--- config.mk ---
export PLATFORM = sky130hd
export DESIGN_NAME = sfc_list_mem
export DESIGN_NICKNAME = d
export VERILOG_FILES = /design/src/hdl/sfc_pkg.sv /design/src/hdl/sfc_list_mem.sv
export SDC_FILE = /design/constraint.sdc
export NUM_CORES = 2
export LEC_CHECK = 0
export ABC_CLOCK_PERIOD_IN_PS = 4000
export BUFFER_PORTS_ARGS = -buffer_cell sky130_fd_sc_hd__clkbuf_2
export CORE_AREA = 5 5 414 497
export CTS_CLUSTER_SIZE = 28
export DETAILED_ROUTE_END_ITERATION = 6
export DIE_AREA = 0 0 419 502
export PLACE_DENSITY_LB_ADDON = 0.2
export SYNTH_ARGS = -nofsm -noshare
export SYNTH_HDL_FRONTEND = slang
export SYNTH_SLANG_ARGS = --single-unit
--- constraint.sdc ---
create_clock -name clk_i -period 4 [get_ports clk_i]
set_input_delay 0.2 -clock clk_i [delete_from_list [all_inputs] [get_ports clk_i]]
set_output_delay 0.2 -clock clk_i [all_outputs]
set_load 0.02 [all_outputs]
--- src/hdl/sfc_pkg.sv ---
`timescale 1ns / 1ps

package sfc_pkg;

  localparam int unsigned ALPHABET   = 256;
  localparam int unsigned COUNT_BITS = 32;
  localparam int unsigned SYM_AW     = $clog2(ALPHABET);
  localparam int unsigned DIST_W     = $clog2(ALPHABET + 1);

  typedef enum logic [1:0] {
    OP_ADD  = 2'd0,
    OP_GET  = 2'd1,
    OP_READ = 2'd2
  } op_e;

  typedef struct packed {
    logic [1:0] opcode;
    logic [7:0] symbol;
    logic [7:0] position;
  } req_t;

  typedef struct packed {
    logic [7:0]  result_symbol;
    logic [31:0] result_count;
    logic        in_range;
    logic [8:0]  distinct_total;
  } rsp_t;

  // Count store port bundle.
  typedef struct packed {
    logic                  rd_en;
    logic [SYM_AW-1:0]     rd_addr;
    logic                  wr_en;
    logic [SYM_AW-1:0]     wr_addr;
    logic [COUNT_BITS-1:0] wr_data;
  } cnt_req_t;

  // First-seen list port bundle.
  typedef struct packed {
    logic              rd_en;
    logic [SYM_AW-1:0] rd_addr;
    logic              wr_en;
    logic [SYM_AW-1:0] wr_addr;
    logic [7:0]        wr_data;
  } list_req_t;

  // Clamp a count to the 32-bit result field.
  function automatic logic [31:0] out_count(input logic [COUNT_BITS-1:0] c);
    logic [63:0] w;
    w = 64'(c);
    return (w > 64'h0000_0000_FFFF_FFFF) ? 32'hFFFF_FFFF : w[31:0];
  endfunction

endpackage

--- src/hdl/sfc_list_mem.sv ---
`timescale 1ns / 1ps

module sfc_list_mem (
  input  logic               clk_i,
  input  sfc_pkg::list_req_t req_i,
  output logic [7:0]         rdata_o
);
  import sfc_pkg::*;

  logic [7:0] mem_q [ALPHABET];
  logic [7:0] rdata_q;

  // Entries are read only below the distinct count, so never before written.
  always_ff @(posedge clk_i) begin
    if (req_i.wr_en) begin
      mem_q[req_i.wr_addr] <= req_i.wr_data;
    end
    if (req_i.rd_en) begin
      rdata_q <= mem_q[req_i.rd_addr];
    end
  end

  assign rdata_o = rdata_q;

endmodule

Yosys cells after proc, flatten, opt, wreduce, memory -nomap -nowiden
Memory sizes are Yosys's and may differ from the RTL's. A register that Yosys moved wholly into a read port is not among the register bits.
Index checks and enable logic that the tools add are counted.
Widths: inputs -> output; s select.
{"block": "op_classes", "n_mux": 2}
{"operator": "$mux 1", "count": 2}
{"block": "totals", "elab_cells": 3, "input_bits": 27, "mem_count": 1, "ram_bits": 2048, "regBits": 0}
{"name": "mem_q", "depth": 256, "word_bits": 8, "read_ports": 1, "rd_clocked_by_memory_dff": 1, "wr": 1, "line_no": "sfc_list_mem.sv:10", "text": "logic [7:0] mem_q [ALPHABET];"}

Longest topological paths before layout
{"block": "logic_depth", "ltp_word": 2, "ltp_mapped": 11, "mapped_depth_nobuf": 6}

Least setup slack after synthesis
Ideal clock, no wire load.
{"block": "synth_timing", "path_type": "input to register", "startpoint": "in req_i[17] (netlist name)", "endpoint": "reg rdata_q[2] (netlist: rdata_o[2]) (read register of mem_q) (data pin)", "required_ns": 3.731, "path_buffers": 4, "cell_stages": 9, "arrival_time_ns": 2.007, "setup_slack_ns": 1.724, "setup_ns": 0.269, "path_cell_list": "buf_6 buf_12 buf_8 buf_2 mux4_2 a22oi_1 a21oi_1 nor4_1 nor4_2"}
{"element": "from (decl)", "line_no": "sfc_list_mem.sv:5", "text": "input sfc_pkg::list_req_t req_i,"}
{"element": "to (decl)", "line_no": "sfc_list_mem.sv:11", "text": "logic [7:0] rdata_q;"}

==> results.md <==
* Fin nets at 4033
* FP Rows at 180
* Post-cts gate resize count at 0
* Worst-Margin Slew at 1.39 ns
* Slew headroom at 0.0632
* Worst-path clk slew at 0.06 ns
* Fin crit share at 0.751
* Vias per cell at 5.70
* Max Cap Violations at 0
* Port Buffers at 34
* Distinct cell type count after synthesis at 54
* Clock root cell: clkbuf_16
* Cell Pwr Density at 497 nW/µm²
* Clock sinks at 2056
* All-Layer GR Usage at 0.203
* Non-Filler Instances at 6812
* Synth Net Count at 3760
* GPL Wtd Cong at 0.824
* Latest clock arrival within the worst-skew pair at 0.85 ns
* End point of the critical path: rdata_o[1]
* CP Data Required Time at 4.55 ns
* Setup WS pre-CTS at 0.0969 ns
* Worst-path maximum fanout at 64
* R2r endpoint: rdata_o[5]
* Failing checks: design-rule violations
* Final ANT Viol Nets at 0
* Worst R2R Start: mem_q[83][5]
* Synth area leader: edfxtp_1
* Share of cells above drive strength 1 at 0.252
* Top cell type's share of synthesized area at 0.775
* Worst Hold Class: primary input to register
* Netlist Area Pre-Place at 79600 µm²
* Final critical-path setup slack at 0.998 ns
* Initial antenna violation count at 14
* Die H at 502 µm
* Top_reg_cell synth: edfxtp_1
* P&R area growth vs syn at 14.2%
* GRT Residual Overflow at 0
* RSZ-0062 raised after global routing: no
* Status: finished, violations left
* Minimum clock period at 3.00 ns
* Setup crit start kind: primary input
* Initial Util at 0.398
* Synth warn at 0
* Detailed Route Iter0 Violations at 4152
* Clock Tree Buf Depth at 3
* Post-synthesis sequential area ratio at 0.775
* Max Clock Skew at 0.0456 ns
* H-tree Lvls at 4
* Crit path launch: req_i[17]
* Final Hold Viols at 0
* R2R depth at 6
* CP arrival at 3.56 ns
* Commonest cells in the netlist: edfxtp_1, mux4_2, nor2_1
* Cells after Synth at 3733
* Top-count cell post-synth: edfxtp_1
* Core area at 200000 µm²
* Share of flip-flops with an asynchronous set or reset at 0
* Slew Limit Fails at 0
* Vias in the first global route at 39900
* Boundary pin count at 35
* Die W at 419 µm
* Global-route wire length before repair at 305000 µm
* DR vias at 38800
* Number of synthesized flops with an enable pin at 2056
* Syn Area/Cell at 21.3 µm²
* F_max at 0.333 GHz
* Final wirelength at 213000 µm
* CTS tree: built
* FF+latch count, synth at 2056
* DP Cell Count at 6429
* Critical Setup Path Class: primary input to register
* Num CTS Buffers at 205
* Dominant cells by area after synthesis: edfxtp_1, mux4_2, mux2i_1
* Pin count of the biggest net entering global routing at 159
* DR pass1 iterations at 7
* Wire length per cell at 31.3 µm
* Peak supply drop at 0.000459 V
* R2R Setup Slk at 1.05 ns
* Die area at 210000 µm²
* Finish-stage setup viols at 0
* Hpwl dp at 133000 µm
* DRC at 1
* Critical Path Sink Type: register
* P_leak at 28.2 nW
## state kept, by name (all words and copies together) (netlist names)
signal	cells
mem_q	2048
rdata_o	8
## layer usage
layer | up-vias | share of wire | routed length [µm] | track usage
li1 | 16300 | - | - | -
met1 | 20900 | 0.40 | 85600 | 0.268
met2 | 1282 | 0.51 | 108000 | 0.342
met3 | 345 | 0.055 | 11700 | 0.0312
met4 | 4 | 0.039 | 8290 | 0.0763
met5 | - | 0.00011 | 23 | 0
## critical path, stage by stage
cell and delay [ns]:
buf_8 0.32, buf_4 0.23, buf_12 0.42, mux4_2 0.59
a22oi_1 0.32, a21oi_1 0.21, nor4_1 1.08, nor4_1 0.09
## worst min path at each step
stage | end | start | depth (start not counted)
6_report | mem_q[163][3] | req_i[9] | 4
5_1_grt | mem_q[163][5] | req_i[9] | 4
4_1_cts | mem_q[171][5] | req_i[9] | 4
3_5_place_dp | mem_q[2][7] | req_i[7] | 1
3_3_place_gp | mem_q[2][7] | req_i[7] | 1
2_1_floorplan | mem_q[0][0] | req_i[0] | 0
## power breakdown
group | internal, W | switching [W]
Combinational | 0.000784 | 0.00146
Clock | 0.0109 | 0.00822
Sequential | 0.0238 | 0.0000431
## timing repair
| item | 4_1_cts | 5_1_grt |
|---|---|---|
| setup endpoints to repair | 0 | 0 |
| hold endpoints to repair | 700 | 0 |
| buffers inserted | 0 | 0 |
| hold buffers | 9 | 0 |
## stage by stage
step           hold slack [ns]  setup TNS (ns)  area [µm²]  power (W)  utilization
2_1_floorplan            0.299               0       79600     0.0254            -
3_3_place_gp             0.513          -0.155       84200     0.0265        0.420
3_5_place_dp             0.519               0       84200     0.0265        0.421
4_1_cts                 0.0176               0       90900     0.0456        0.454
5_1_grt                 0.0836               0       90900     0.0466        0.454
6_report                 0.117               0       90900     0.0452        0.454
## cell usage in the layout, fill, tap and decap left out, types with 13 or more instances in the layout
| cell type | n |
|---|---|
| mux4_2 | 454 |
| edfxtp_1 | 2056 |
| nand3_1 | 34 |
| buf_4 | 222 |
| nor2b_1 | 28 |
| clkbuf_1 | 35 |
| a21oi_1 | 96 |
| mux2i_1 | 134 |
| nor4_1 | 22 |
| buf_12 | 36 |
| bufinv_16 | 23 |
| clkinv_1 | 52 |
| a211oi_1 | 16 |
| clkinv_2 | 39 |
| o221ai_1 | 46 |
| a221oi_1 | 13 |
| a22oi_1 | 133 |
| nand2_1 | 33 |
| clkbuf_16 | 205 |
| clkbuf_2 | 22 |
| nor2_1 | 279 |
| nor3_1 | 22 |
| o22ai_1 | 28 |
## cell families after synthesis
logic type | synth area share
and+or+nand+nor | 0.0263
AOI/OAI and AO/OA | 0.0342
buffers and inverters | 0.0183
muxes | 0.146
DFF | 0.775
## cell type report
type | count | area, µm²
Antenna cell | 5 | 12.5
Clock buffer | 240 | 5260
Clock inverter | 129 | 1360
Fill cell | 16700 | 109000
Inverter | 2 | 7.51
Multi-Input combinational cell | 1442 | 16500
Sequential cell | 2056 | 61700
Tap cell | 2639 | 3300
Timing Repair Buffer | 299 | 2740
No activity file was read; power rests on OpenSTA's default activity.
